$ cat src/hw/rtl/lmgs_pkg.sv
`default_nettype none
package lmgs_pkg;

    localparam int ROWS    = 8;
    localparam int PLANES  = 3;
    localparam int ROW_W   = $clog2(ROWS);
    localparam int COL_W   = 8;
    localparam int LINE_W  = PLANES * COL_W;
    localparam int PLANE_W = $clog2(PLANES);

    localparam logic [15:0] FRAME_LEN_RST = 16'd195;

    // function codes of an input word
    localparam logic FUNC_TICK  = 1'b0;
    localparam logic FUNC_WRITE = 1'b1;

    typedef struct packed {
        logic       func;
        logic [2:0] pixel_x;
        logic [2:0] pixel_y;
        logic [1:0] pixel_level;
        logic [7:0] button_pins;
    } t_in_word;

    typedef struct packed {
        logic [7:0]  column_drive;
        logic [7:0]  row_drive;
        logic        frame_tick;
        logic [7:0]  buttons_down;
        logic [7:0]  buttons_new;
        logic [15:0] entropy_seed;
    } t_out_word;

    // one row of the plane store: plane 2 in the top byte, plane 0 at the bottom
    typedef struct packed {
        logic              en;
        logic [ROW_W-1:0]  addr;
        logic [LINE_W-1:0] data;
    } t_line_wr;

    // column wiring of the matrix
    function automatic logic [COL_W-1:0] col_perm(input logic [2:0] x);
        logic [COL_W-1:0] m;
        case (x)
            3'd0:    m = 8'h04;
            3'd1:    m = 8'h02;
            3'd2:    m = 8'h40;
            3'd3:    m = 8'h01;
            3'd4:    m = 8'h08;
            3'd5:    m = 8'h80;
            3'd6:    m = 8'h20;
            default: m = 8'h10;
        endcase
        return m;
    endfunction

    // row wiring of the matrix
    function automatic logic [COL_W-1:0] row_perm(input logic [ROW_W-1:0] r);
        logic [COL_W-1:0] m;
        case (r)
            3'd0:    m = 8'h04;
            3'd1:    m = 8'h80;
            3'd2:    m = 8'h40;
            3'd3:    m = 8'h08;
            3'd4:    m = 8'h20;
            3'd5:    m = 8'h10;
            3'd6:    m = 8'h02;
            default: m = 8'h01;
        endcase
        return m;
    endfunction

    // brightness slot to plane: 0 -> 0, 1..2 -> 1, 3..7 -> 2
    function automatic logic [PLANE_W-1:0] plane_of(input logic [2:0] sel);
        logic [PLANE_W-1:0] p;
        if (sel >= 3'd3) begin
            p = 2'd2;
        end else if (sel >= 3'd1) begin
            p = 2'd1;
        end else begin
            p = 2'd0;
        end
        return p;
    endfunction

endpackage
`default_nettype wire

$ cat src/hw/rtl/led_matrix_grayscale_scanner.sv
`default_nettype none
// 8x8 led matrix scanner with four grey levels and button sampling
//
// input channel (i_in_valid / o_in_ready / i_in_word) takes one word per
//   cycle while ready: func write stores a pixel level as three bit planes,
//   no result; func tick advances the scan and gives exactly one output word
// output channel (o_out_valid / i_out_ready / o_out_word) carries the column
//   byte, the active-low row select, the frame tick, button state and seed
// a tick's word: plane store read into the read stage, then output register
// throughput: one word per cycle unless the output stalls, set by the plane
//   store line read-modify-write; a write to the line being read is forwarded
// stall: the output register holds its word; one more word waits in the
//   read stage, then o_in_ready drops until the receiver takes the word
// reset (i_rst_n low, synchronous): counters, button history and seed clear,
//   frame_length returns to 195, all lines read dark until written
// i_cfg_wr_en / i_cfg_wr_data write frame_length at once; the user must do
//   so only while idle, which the block itself does not enforce
module led_matrix_grayscale_scanner (
    input  wire logic                i_clk,
    input  wire logic                i_rst_n,
    input  wire logic                i_in_valid,
    output logic                     o_in_ready,
    input  wire lmgs_pkg::t_in_word  i_in_word,
    output logic                     o_out_valid,
    input  wire logic                i_out_ready,
    output lmgs_pkg::t_out_word      o_out_word,
    input  wire logic                i_cfg_wr_en,
    input  wire logic [15:0]         i_cfg_wr_data
);
    import lmgs_pkg::*;

    // configuration and scan state
    logic [15:0] r_frame_len;
    logic [7:0]  r_scan, n_scan;
    logic [15:0] r_tick, n_tick;
    logic [7:0]  r_last_btn;
    logic [15:0] r_seed, n_seed;

    // read stage
    logic               r_s1_valid;
    t_in_word           r_s1_word;
    logic [PLANE_W-1:0] r_s1_plane;
    t_out_word          r_s1_res;
    t_out_word          n_s1_res;
    t_out_word          s1_out;

    // forwarding of a line written while the next word reads it
    logic              r_fwd;
    logic [LINE_W-1:0] r_fwd_data;

    // output register
    logic      r_out_valid;
    t_out_word r_out_word;

    logic              in_acc;
    logic              s1_adv;
    logic              s1_is_wr;
    logic [ROW_W-1:0]  rd_addr;
    logic [LINE_W-1:0] mem_rd;
    logic [LINE_W-1:0] line_cur;
    logic [LINE_W-1:0] line_new;
    t_line_wr          line_wr;
    logic              frame;
    logic [7:0]        down;
    logic [7:0]        fresh;
    logic [15:0]       tick_inc;
    logic [COL_W-1:0]  pix_mask;

    // handshakes: a write word in the read stage always retires
    assign s1_is_wr   = r_s1_word.func == FUNC_WRITE;
    assign s1_adv     = r_s1_valid && (s1_is_wr || !r_out_valid || i_out_ready);
    assign o_in_ready = !r_s1_valid || s1_adv;
    assign in_acc     = i_in_valid && o_in_ready;

    // scan counter moves on at accept so the row read can be issued at once
    assign n_scan  = r_scan + 8'd1;
    assign rd_addr = (i_in_word.func == FUNC_WRITE) ? i_in_word.pixel_y
                                                    : n_scan[ROW_W-1:0];

    // tick bookkeeping, all on the accepted word
    always_comb begin
        tick_inc = r_tick + 16'd1;
        frame    = tick_inc >= r_frame_len;
        n_tick   = frame ? 16'd0 : tick_inc;
        down     = ~i_in_word.button_pins;
        fresh    = down & ~r_last_btn;
        // seed * 31 as a shift and subtract
        n_seed   = (fresh != 8'd0) ? ({r_seed[10:0], 5'd0} - r_seed + n_tick) : r_seed;

        n_s1_res              = '0;
        n_s1_res.row_drive    = ~row_perm(n_scan[ROW_W-1:0]);
        n_s1_res.frame_tick   = frame;
        n_s1_res.buttons_down = down;
        n_s1_res.buttons_new  = fresh;
        n_s1_res.entropy_seed = n_seed;
    end

    // plane store line as seen by the read stage
    assign line_cur = r_fwd ? r_fwd_data : mem_rd;

    // pixel write: set or clear the column bit in each plane
    always_comb begin
        pix_mask = col_perm(r_s1_word.pixel_x);
        line_new = line_cur;
        for (int b = 0; b < PLANES; b++) begin
            if (r_s1_word.pixel_level > b[1:0]) begin
                line_new[b*COL_W +: COL_W] = line_cur[b*COL_W +: COL_W] | pix_mask;
            end else begin
                line_new[b*COL_W +: COL_W] = line_cur[b*COL_W +: COL_W] & ~pix_mask;
            end
        end
        line_wr.en   = s1_adv && s1_is_wr;
        line_wr.addr = r_s1_word.pixel_y;
        line_wr.data = line_new;
    end

    // tick word leaving the read stage with its column byte
    always_comb begin
        s1_out              = r_s1_res;
        s1_out.column_drive = line_cur[r_s1_plane*COL_W +: COL_W];
    end

    lmgs_plane_mem u_plane_mem (
        .i_clk     (i_clk),
        .i_rst_n   (i_rst_n),
        .i_wr      (line_wr),
        .i_rd_en   (in_acc),
        .i_rd_addr (rd_addr),
        .o_rd_data (mem_rd)
    );

    // control state
    always_ff @(posedge i_clk) begin
        if (!i_rst_n) begin
            r_frame_len <= FRAME_LEN_RST;
            r_scan      <= '0;
            r_tick      <= '0;
            r_last_btn  <= '0;
            r_seed      <= '0;
            r_s1_valid  <= 1'b0;
            r_out_valid <= 1'b0;
            r_fwd       <= 1'b0;
        end else begin
            if (i_cfg_wr_en) begin
                r_frame_len <= i_cfg_wr_data;
            end
            if (in_acc && i_in_word.func == FUNC_TICK) begin
                r_scan     <= n_scan;
                r_tick     <= n_tick;
                r_last_btn <= down;
                r_seed     <= n_seed;
            end
            if (in_acc) begin
                r_s1_valid <= 1'b1;
                r_fwd      <= line_wr.en && (line_wr.addr == rd_addr);
            end else if (s1_adv) begin
                r_s1_valid <= 1'b0;
            end
            if (s1_adv && !s1_is_wr) begin
                r_out_valid <= 1'b1;
            end else if (i_out_ready) begin
                r_out_valid <= 1'b0;
            end
        end
    end

    // payload registers
    always_ff @(posedge i_clk) begin
        if (in_acc) begin
            r_s1_word  <= i_in_word;
            r_s1_plane <= plane_of(n_scan[5:3]);
            r_s1_res   <= n_s1_res;
            r_fwd_data <= line_new;
        end
        if (s1_adv && !s1_is_wr) begin
            r_out_word <= s1_out;
        end
    end

    assign o_out_valid = r_out_valid;
    assign o_out_word  = r_out_word;

endmodule
`default_nettype wire

$ cat src/hw/rtl/lmgs_plane_mem.sv
`default_nettype none
module lmgs_plane_mem (
    input  wire logic                      i_clk,
    input  wire logic                      i_rst_n,
    input  wire lmgs_pkg::t_line_wr        i_wr,
    input  wire logic                      i_rd_en,
    input  wire logic [lmgs_pkg::ROW_W-1:0] i_rd_addr,
    output logic [lmgs_pkg::LINE_W-1:0]    o_rd_data
);
    import lmgs_pkg::*;

    logic [LINE_W-1:0] r_mem [ROWS];
    logic [ROWS-1:0]   r_line_vld;
    logic [LINE_W-1:0] r_rd_raw;
    logic              r_rd_vld;

    // storage, no reset
    always_ff @(posedge i_clk) begin
        if (i_wr.en) begin
            r_mem[i_wr.addr] <= i_wr.data;
        end
        if (i_rd_en) begin
            r_rd_raw <= r_mem[i_rd_addr];
        end
    end

    // a line never written reads as dark
    always_ff @(posedge i_clk) begin
        if (!i_rst_n) begin
            r_line_vld <= '0;
            r_rd_vld   <= 1'b0;
        end else begin
            if (i_wr.en) begin
                r_line_vld[i_wr.addr] <= 1'b1;
            end
            if (i_rd_en) begin
                r_rd_vld <= r_line_vld[i_rd_addr];
            end
        end
    end

    assign o_rd_data = r_rd_vld ? r_rd_raw : '0;

endmodule
`default_nettype wire
$ cat config.mk
export PLATFORM = sky130hd
export DESIGN_NAME = led_matrix_grayscale_scanner
export DESIGN_NICKNAME = d
export VERILOG_FILES = /design/src/hw/rtl/lmgs_pkg.sv /design/src/hw/rtl/led_matrix_grayscale_scanner.sv /design/src/hw/rtl/lmgs_plane_mem.sv
export SDC_FILE = /design/constraint.sdc
export NUM_CORES = 1
export LEC_CHECK = 0
export BUFFER_PORTS_ARGS = -buffer_cell sky130_fd_sc_hd__buf_2
export CAP_MARGIN = 20
export CORE_ASPECT_RATIO = 0.75
export CORE_MARGIN = 5
export CORE_UTILIZATION = 30
export CTS_CLUSTER_DIAMETER = 30
export DETAILED_ROUTE_END_ITERATION = 7
export PLACE_DENSITY_LB_ADDON = 0.1
export SYNTH_ARGS = -nofsm -noshare
export SYNTH_HDL_FRONTEND = slang
export SYNTH_SLANG_ARGS = --single-unit
$ cat constraint.sdc
create_clock -name i_clk -period 7.4 [get_ports i_clk]
set_input_delay 0.74 -clock i_clk [delete_from_list [all_inputs] [get_ports i_clk]]
set_output_delay 0.74 -clock i_clk [all_outputs]
set_load 0.05 [all_outputs]
Yosys cells after proc, flatten, opt, wreduce, memory -nomap -nowiden
Memory sizes are Yosys's and may differ from the RTL's. A register that Yosys moved wholly into a read port is not among the register bits.
Cells that the tools add are included.
{ "classes": {"n_shift": 1, "eq_ne": 13, "reduce_logical": 18, "n_mux": 21, "div_mod_pow": 0, "n_lt_le_gt_ge": 9, "n_addsub": 4, "n_mul": 0, "bitwise_logic": 13} }
{ "ops": {"columns": ["op", "n"], "rows": [
  ["one-hot mux 8 bit (7 select lines)", 2],
  ["two-way mux 24 bit", 2],
  ["AND 8 bit", 4],
  ["two-way mux 16 bit", 2],
  ["NOT 8 bit", 4],
  ["bitwise OR 8 bit", 4],
  ["two-way mux 8 bit", 3],
  ["indexed part select 24 x 6 -> 8 bit", 1],
  ["equality test 3 bit (second input constant)", 6],
  ["adder 16 x 1 -> 16 bit (second input constant)", 1],
  ["adder 16 bit", 1],
  [">= comparator 16 bit", 1],
  ["subtractor 16 bit", 1],
  ["equality test 3 x 2 -> 1 bit (second input constant)", 4],
  ["two-way mux 1 bit", 9],
  ["adder 8 x 1 -> 8 bit (second input constant)", 1],
  ["< comparator 3 x 4 -> 1 bit (second input constant)", 2],
  ["nonzero test 8 bit", 1],
  ["logical AND 1 bit", 7],
  ["equality test 3 x 1 -> 1 bit (second input constant)", 2],
  [">= comparator 3 x 1 -> 1 bit (second input constant)", 2],
  ["logical NOT 3 bit", 2],
  ["> comparator 2 x 1 -> 1 bit (second input constant)", 2],
  ["nonzero test 2 bit", 2],
  ["9 further kinds", 13]
]} }
{ "word_totals": {"n_memories": 1, "ram_bits": 192, "ff_bits": 201, "latchBits": 0, "inputBits": 38, "romBits": 0, "word_cells": 107} }
{ "mem_list": {"columns": ["memory", "depth", "width", "read_ports", "rd_ports_with_merged_regs", "wr", "line_no", "rtl"], "rows": [
  ["u_plane_mem.r_mem", 8, 24, 1, 1, 1, "lmgs_plane_mem.sv:12", "logic [LINE_W-1:0] r_mem [ROWS];"]
]} }

Depth between registers and ports, before layout
Gate-level depths: netlist of run 1.
{ "logic_depth": {"word_depth": 7, "depth_mapped": 25, "mapped_depth_nobuf": 24} }

Hierarchy
A second synthesis of run 1 with hierarchy kept.
{ "unflattened": {"hier_cells": 1195, "area_unflattened_um2": 17870.9} }
{ "by_module_without_submodules": {"columns": ["mod", "area_each_um2", "instances", "cells_per_inst", "seq_area_each_um2"], "rows": [
  ["led_matrix_grayscale_scanner", 9242.6, 1, 829, 5054.8],
  ["lmgs_plane_mem", 8628.3, 1, 366, 6666.4]
]} }

Worst setup path after synthesis of run 1
OpenSTA, ideal clock, no wires.
{ "synth_timing": {"kind": "reg2reg", "start": "reg r_tick[0]", "end": "reg r_s1_res[12] (netlist bit) (data pin)", "path_buffers": 1, "stages_incl_launch_ff": 21, "slack_ns": 2.175, "period_less_slack_ns": 5.225, "required_time_ns": 7.140, "setup_time_ns": 0.260, "t_arrival_ns": 4.965, "cell_sequence": "dfxtp_1 ha_1 nand3_1 nor2_1 nand3_1 nor2_1 xor2_1 ha_1 nand4_1 o41a_2 clkbuf_1 and2_1 fa_1 ha_1 nand2_1 nor3_1 or4_1 a41o_1 a21oi_2 xnor2_1 mux2_2"} }
{ "synth_rtl": {"columns": ["element", "line_no", "rtl"], "rows": [
  ["start: declaration", "led_matrix_grayscale_scanner.sv:35", "logic [15:0] r_tick, n_tick;"],
  ["start signal: assignment", "led_matrix_grayscale_scanner.sv:149", "r_tick <= n_tick;"],
  ["end signal: assignment", "led_matrix_grayscale_scanner.sv:172", "r_s1_res <= n_s1_res;"],
  ["end: declaration", "led_matrix_grayscale_scanner.sv:43", "t_out_word r_s1_res;"]
]} }

==> results.rst, run 1 <==
.. list-table::
   :header-rows: 1

   * - Metric
     - Value
   * - Via count of the first global-routing pass
     - 10380
   * - Mean area per synthesized cell
     - 14.71 um2
   * - Number of flops mapped to enable cells by yosys
     - 341
   * - Worst-skew pair later-pin latency
     - 0.61 ns
   * - Synth cell types
     - 57
   * - Highest clock rate
     - 172.4 MHz
   * - Top routing layer in use
     - met4
   * - Die outline width
     - 287.8 um
   * - Sequential share of the synthesized area
     - 67.48%
   * - Post-route ant nets
     - 0
   * - Minimum clock period after layout
     - 5.799 ns
   * - TritonCTS buffer count
     - 92
   * - Setup TNS Final
     - 0 ns
   * - Commonest non-fill, non-tap cell in the layout
     - edfxtp_1
   * - Core Region
     - 57340 um2
   * - Max Transition Viols Final
     - 0
   * - Actual slew at the worst max-slew pin
     - 1.016 ns
   * - Multi-input logic area
     - 5250 um2
   * - Most used cells in the layout excluding fill and tap cells
     - edfxtp_1 (341), clkbuf_16 (93), buf_2 (88)
   * - Crit path cell chain
     - ha_1, nand3_1, nor2_1, nand3_1, nor2_1, xor2_1, ha_1, nand4_1, inv_1, a21oi_1, o41a_2, nand2_1, fa_1, inv_1, ha_1, a211o_1, or4_1, a41o_1, a21oi_2, xnor2_1, mux2_2
   * - Ys flop type
     - edfxtp_1
   * - Pin count of the biggest net entering global routing
     - 66
   * - Total via count after detailed routing
     - 10200
   * - Port buffer count
     - 88
   * - Starting utilization of the core area
     - 30.29%
   * - Root Buffer
     - clkbuf_16
   * - Fraction of post-synthesis cell area in the top cell type by area
     - 58.95%
   * - All-layer global routing usage
     - 13.53%
   * - Via density per instance
     - 4.659
   * - Cell count of the worst hold path
     - 1
   * - Sum of met3 wire segment lengths after detailed routing
     - 1853 um
   * - Largest cells by area after synthesis
     - edfxtp_1 (59%), dfxtp_1 (8.5%), mux4_2 (6.5%)
   * - Total setup violations reported at the end of the flow
     - 0
   * - CP top delay family
     - simple AND/OR/NAND/NOR gates
   * - Share of the cycle needed by the critical path after routing
     - 78.37%
   * - Clock tree skew after final layout
     - 0.01779 ns
   * - Sequential cell area in the final layout
     - 11720 um2
   * - Mapped Area
     - 17370 um2
   * - Hold-fix buffers, CTS
     - 0
   * - Most Frequent Cell on Critical Path
     - ha_1
   * - Warning count from the yosys run
     - 0
   * - Number of antenna violations at the first check in global routing
     - 0
   * - Class of the most critical hold timing path
     - primary input to flop
   * - LEAKAGE
     - 7.985 nW
   * - Clock edge transition at the registers on the reported setup and hold paths
     - 0.05 ns
   * - CTS tree
     - done
   * - Diodes inserted
     - 0
   * - RR Startpoint
     - r_tick[0]
   * - Total of fill cells in the finished design
     - 5377
   * - Half-perimeter wire length after detailed placement
     - 24840 um
   * - Count of nets after finishing
     - 1422
   * - Worst ir drop on vdd
     - 0.0001740 V
   * - Number of instances resized during post-cts repair
     - 0
   * - #FFs+latches synth
     - 415
   * - Number of cells on the worst reg-to-reg path
     - 21
   * - Required time of the critical path
     - 7.76 ns
   * - Synth Net Count
     - 1273
   * - Number of post-CTS setup repair buffers
     - 0
   * - Total grt overflow
     - 0
   * - Final GP Congestion
     - 0.7715
   * - Synthesized instance count
     - 1181
   * - Vert. Die Dim
     - 218.4 um
   * - Share of synthesized flip-flops with an asynchronous set or reset
     - 0%
   * - Hold Fails Final Rpt
     - 0
   * - Worst slew slack as a fraction of its limit
     - 31.67%
   * - Terminating pin of the worst hold path
     - r_s1_word[9]
   * - Number of DRC markers in iteration 0
     - 641
   * - Number of placed I/O pins
     - 89
   * - Residual DRC
     - 0
   * - Power density relative to cell area
     - 346.7 nW/um2
   * - Maximum level of the CTS H-tree
     - 3
   * - Worst R2R End
     - r_s1_res[12]
   * - Flop2flop setup slack
     - 1.60 ns
   * - Global-route wire length before repair
     - 64750 um
   * - Unrepaired setup endpoints after global routing
     - false
   * - Startpoint of the tightest hold check path
     - i_in_word[9]
   * - Proportion of layout cells with a drive suffix above 1
     - 25.83%
   * - Critical Path Source Type
     - flop
   * - Number of max-capacitance violations reported
     - 0
   * - Worst hold slack
     - 0.3114 ns
   * - Critical Path Max Stage Delay
     - 0.57 ns
   * - Crit path max-delay cell type
     - fa_1
   * - Count of buffer and inverter cells on the critical path
     - 2
   * - Largest fanout on the critical path
     - 26
   * - Number of buffers on the longest clock path
     - 3
   * - TritonRoute pass-1 iters
     - 5
   * - Endpoint type of the worst setup path
     - flop
   * - Sink count of the clock tree
     - 415
   * - Detailed route wirelength on metal2
     - 17990 um
   * - WL final
     - 42190 um
   * - Post-detailed-route wirelength per cell
     - 19.27 um
   * - Floorplan die area
     - 62860 um2
   * - M1 WL
     - 21480 um
   * - Biggest area consumer among synthesized cells
     - edfxtp_1
   * - Status
     - completed
   * - Data arrival time of the worst path
     - 6.16 ns
   * - Category of the most critical setup path
     - flop to flop
   * - Area grow syn2layout
     - 26.87%
   * - Number of rows created at floorplan
     - 76
## how the worst max path moves through the flow
stage               slack (ns)       from  cells past startpoint      endpoint
finish                    1.60  r_tick[0]                     21  r_s1_res[12]
global route              1.00  r_tick[0]                     21  r_s1_res[12]
CTS                       1.60  r_tick[0]                     21  r_s1_res[12]
detailed placement        1.61  r_tick[0]                     21  r_s1_res[12]
global placement          1.69  r_tick[0]                     19  r_s1_res[12]
floorplan                 2.18  r_tick[0]                     20  r_s1_res[12]
## sequential cells by signal, indices dropped and copies added (netlist names), 2 cells and up
signal	count
r_frame_len	16
r_seed	16
r_fwd_data	24
r_s1_res	41
u_plane_mem.r_mem	192
u_plane_mem.r_line_vld	8
r_s1_word	5
line_wr	3
r_tick	16
r_scan	6
r_s1_plane	2
o_out_word	49
r_last_btn	8
u_plane_mem.r_rd_raw	24
## synthesized netlist by cell type, drive strengths merged (3+ instances only)
master / n
xnor2: 20
a211o: 9
nor3: 13
nor2b: 8
mux2i: 22
nor3b: 3
nand2b: 14
xor2: 14
a221oi: 9
and2: 6
nor2: 84
a211oi: 14
nand3b: 6
a22oi: 20
o211ai: 4
a31oi: 3
nor4: 5
inv: 70
nand3: 31
a21oi: 77
mux2: 28
fa: 11
and3: 4
nand4: 8
buf: 13
clkbuf: 38
mux4: 50
dfxtp: 74
o21ai: 31
ha: 43
nand2: 87
edfxtp: 341
## final cells by class
cell class              instances  share of cell area [%]
multi-input cells             645                   23.82
well taps                     780                   4.429
inverters                      70                   1.204
flip-flops and latches        415                   53.19
clock buffers                 104                   10.88
repair buffers                106                   2.612
clock inverters                69                   3.855
## metal layers
metal  global-route usage [%]  vias to the layer above
met2                    19.59                      196
met1                    20.13                     5155
met3                    3.295                       70
met5                        0                        -
li1                         -                     4777
met4                    3.938                        0
## kinds of logic after synthesis
kind of cell	count (synthesis)	synth area share, %
mux	100	9.566
buf+inv	121	2.773
fa+ha+maj	54	4.365
xor+xnor	35	1.844
flops	415	67.48
compound gates	181	6.483
simple gates	275	7.484
## per-stage QoR
step                setup WS, ns  utilization, %  cell area, um2  power, mW  std cells
floorplan                  2.175               -           17370      3.281       1181
global placement           1.693           32.77           18790      3.486       2016
detailed placement         1.614           32.77           18790      3.481       2016
CTS                        1.603           38.43           22040      7.745       2189
global route               1.004           38.43           22040      7.973       2189
finish                     1.601           38.43           22040      7.640       2189
## worst register-to-register path, stage by stage (launching register included)
cell	delay, ns
dfxtp_1	0.42
ha_1	0.25
nand3_1	0.17
nor2_1	0.31
nand3_1	0.22
nor2_1	0.22
xor2_1	0.23
ha_1	0.28
nand4_1	0.12
inv_1	0.05
a21oi_1	0.12
o41a_2	0.47
nand2_1	0.19
fa_1	0.57
inv_1	0.04
ha_1	0.35
a211o_1	0.27
or4_1	0.46
a41o_1	0.27
a21oi_2	0.19
xnor2_1	0.08
mux2_2	0.26
## power breakdown
part / switching (mW) / leakage (nW) / internal (mW) / total [mW]
clock network: 1.34 / 1.56 / 2.87 / 4.20
registers: 0.0577 / 3.79 / 2.69 / 2.75
logic: 0.412 / 2.64 / 0.273 / 0.685
No activity file was read; power rests on OpenSTA's default activity.
==> inputs of run 2 (changes only) <==
ABC_AREA = 1   (was unset)
clock period = 4.8 ns   (was 7.4 ns; I/O delays follow)
==> results.rst, run 2 <==
.. list-table::
   :header-rows: 1

   * - Metric
     - Value
   * - Required time of the critical path
     - 5.31 ns
   * - #FFs+latches synth
     - 415
   * - Number of cells on the worst reg-to-reg path
     - 31
   * - Most used cells in the layout excluding fill and tap cells
     - edfxtp_1 (341), nor2_1 (232), o21ai_0 (160)
   * - Combinational family with the most area after synthesis
     - compound AO/OA/AOI/OAI gates
   * - Warning count from the yosys run
     - 0
   * - Maximum level of the CTS H-tree
     - 3
   * - Worst setup margin
     - 0.3032 ns
   * - Commonest cells in the synthesized netlist
     - edfxtp_1 (341), nor2_1 (244), o21ai_0 (167)
   * - Clock tree skew after final layout
     - 0.02860 ns
   * - Biggest area consumer among synthesized cells
     - edfxtp_1
   * - Terminating pin of the worst hold path
     - r_last_btn[1]
   * - WL final
     - 46630 um
   * - Count of nets after finishing
     - 1825
   * - Vert. Die Dim
     - 219.7 um
   * - Post-detailed-route wirelength per cell
     - 17.93 um
   * - LEAKAGE
     - 8.862 nW
   * - Hold Fails Final Rpt
     - 0
   * - Number of rows created at floorplan
     - 76
   * - Share of the cycle needed by the critical path after routing
     - 93.68%
   * - Number of buffers on the longest clock path
     - 3
   * - Flip-flop count of the largest register, all copies and words added
     - 192
   * - Area grow syn2layout
     - 31.71%
   * - Worst R2R End
     - r_seed[14]
   * - Fraction of post-synthesis cell area in the top cell type by area
     - 58.22%
   * - Ys flop type
     - edfxtp_1
   * - TritonCTS buffer count
     - 99
   * - Share of synthesized flip-flops with an asynchronous set or reset
     - 0%
   * - Diodes inserted
     - 0
   * - Power density relative to cell area
     - 542.4 nW/um2
   * - Residual DRC
     - 0
   * - Sequential share of the synthesized area
     - 66.64%
   * - Root Buffer
     - clkbuf_16
   * - Worst-skew pair later-pin latency
     - 0.64 ns
   * - Clock edge transition at the registers on the reported setup and hold paths
     - 0.05 ns
   * - Multiplexer share of the synthesized area
     - 0.06403%
   * - Status
     - completed
   * - Final core utilization
     - 40.13%
   * - Crit path max-delay cell type
     - fa_1
   * - Number of flops mapped to enable cells by yosys
     - 341
   * - Core Region
     - 57720 um2
   * - Commonest non-fill, non-tap cell in the layout
     - edfxtp_1
   * - Synth cell types
     - 48
   * - Die outline width
     - 289.6 um
   * - Highest clock rate
     - 222.4 MHz
   * - Synthesized instance count
     - 1545
   * - Via density per instance
     - 4.577
   * - Largest fanout on the critical path
     - 8
   * - Worst ir drop on vdd
     - 0.0003449 V
   * - Mean area per synthesized cell
     - 11.38 um2
   * - Max Transition Viols Final
     - 0
   * - Number of DRC markers in iteration 0
     - 830
   * - Critical Path Source Type
     - flop
   * - Pin count of the biggest net entering global routing
     - 101
   * - CTS tree
     - done
   * - Total grt overflow
     - 0
   * - Final GP Congestion
     - 0.8068
   * - TritonRoute pass-1 iters
     - 5
   * - Starting utilization of the core area
     - 30.47%
   * - Endpoint type of the worst setup path
     - flop
   * - Category of the most critical setup path
     - flop to flop
   * - Unrepaired setup endpoints after global routing
     - true
   * - Minimum clock period after layout
     - 4.497 ns
   * - Sink count of the clock tree
     - 415
   * - Proportion of layout cells with a drive suffix above 1
     - 22.25%
   * - Simple-gate share of the synthesized area
     - 10.71%
   * - Actual slew at the worst max-slew pin
     - 1.049 ns
   * - Half-perimeter wire length after detailed placement
     - 27740 um
   * - Pre-CTS setup slack
     - -0.04875 ns
   * - Class of the most critical hold timing path
     - primary input to flop
   * - Cell count of the worst hold path
     - 2
   * - Largest cells by area after synthesis
     - edfxtp_1 (58%), dfxtp_1 (8.4%), nor2_1 (5.2%)
   * - Worst slew slack as a fraction of its limit
     - 29.87%
   * - Number of antenna violations at the first check in global routing
     - 0
   * - XOR/XNOR share of the synthesized area
     - 1.281%
   * - Synth Net Count
     - 1637
   * - Count leader, synth
     - edfxtp_1
   * - All-layer global routing usage
     - 14.81%
   * - Data arrival time of the worst path
     - 5.01 ns
   * - Post-route ant nets
     - 0
   * - Number of max-capacitance violations reported
     - 0
   * - Critical Path Max Stage Delay
     - 0.55 ns
   * - Mapped Area
     - 17590 um2
   * - Startpoint of the tightest hold check path
     - i_in_word[1]
   * - Port buffer count
     - 88
   * - Top reg by flops
     - u_plane_mem.r_mem
   * - RR Startpoint
     - r_tick[0]
   * - Synth Area in Compound Gates
     - 12.31%
   * - Via count of the first global-routing pass
     - 11950
   * - Total via count after detailed routing
     - 11900
   * - Number of placed I/O pins
     - 89
   * - Adder and majority gate portion of the synthesized area
     - 4.311%
   * - Floorplan die area
     - 63620 um2
   * - Total setup violations reported at the end of the flow
     - 0
   * - Global-route wire length before repair
     - 72230 um
   * - Flop2flop setup slack
     - 0.30 ns
## run 2: where the power goes
| group | internal [mW] | switching, mW | leakage (nW) |
|---|---|---|---|
| clock network | 4.61 | 2.18 | 1.69 |
| logic | 0.541 | 0.964 | 3.38 |
| registers | 4.19 | 0.0870 | 3.80 |
| total | 9.34 | 3.23 | 8.86 |
## run 2: logic make-up (layout without fill, tap and decap cells)
| family | Yosys count | in the layout |
|---|---|---|
| buf+inv | 213 | 488 |
| simple gates | 450 | 450 |
| fa+ha+maj | 54 | 54 |
| xor+xnor | 24 | 24 |
| compound gates | 388 | 388 |
| mux | 1 | 1 |
| flops | 415 | 415 |
## run 2: worst max-delay path by stage
stage                     startpoint            to  slack (ns)  cells after the start
after global routing       r_tick[0]     r_seed[9]       -0.05                     30
after global placement     r_tick[0]  r_s1_res[15]        0.09                     29
after floorplan            r_tick[0]  r_s1_res[11]        0.34                     31
after CTS                  r_tick[0]  r_s1_res[15]        0.02                     29
final                      r_tick[0]    r_seed[14]        0.30                     31
after detailed placement   r_tick[0]  r_s1_res[11]       -0.05                     31
## run 2: layer usage
layer | up-vias | wire length [um] | share of wire [%] | global-route usage, %
met3 | 78 | 1568 | 3.4 | 2.865
met2 | 217 | 20060 | 43 | 21.80
li1 | 5856 | - | - | -
met4 | 0 | 1026 | 2.2 | 4.967
met5 | - | 0 | 0 | 0
met1 | 5749 | 23970 | 51 | 21.92
## run 2: worst max-delay path, delay by kind of cell, from the launching register on
kind / cells / cell delay (ns)
XOR/XNOR: 1 / 0.21
flip-flops: 1 / 0.36
AO/OA/AOI/OAI: 5 / 0.68
buffers and inverters: 7 / 0.64
adder cells (fa/ha/maj): 4 / 1.21
AND/OR/NAND/NOR: 14 / 1.27
## run 2: what timing repair did
action	CTS	global route
pin swaps	1	15
gates resized for setup	1	59
buffers inserted	0	3
endpoints found under the setup margin	2	24
endpoints found under the hold margin	8	0
hold buffers	8	0
## run 2: metrics by stage
step / area (um2) / hold slack [ns] / total power [mW] / instances / setup TNS, ns
floorplan: 17590 / 0.4003 / 5.212 / 1545 / 0
global placement: 19260 / 0.4031 / 5.724 / 2398 / 0
detailed placement: 19280 / 0.4045 / 5.723 / 2399 / -0.06926
CTS: 22870 / 0.002831 / 12.61 / 2595 / 0
global route: 23170 / 0.03715 / 13.13 / 2600 / -0.1710
finish: 23170 / 0.04550 / 12.57 / 2600 / 0
## run 2: layout make-up
type / count / area [um2]
Fill cell: 5541 / 34550
Sequential cell: 415 / 11730
Multi-Input combinational cell: 917 / 5375
Clock buffer: 123 / 2658
Timing Repair Buffer: 155 / 1033
Tap cell: 780 / 975.9
Clock inverter: 65 / 849.6
Inverter: 145 / 544.3
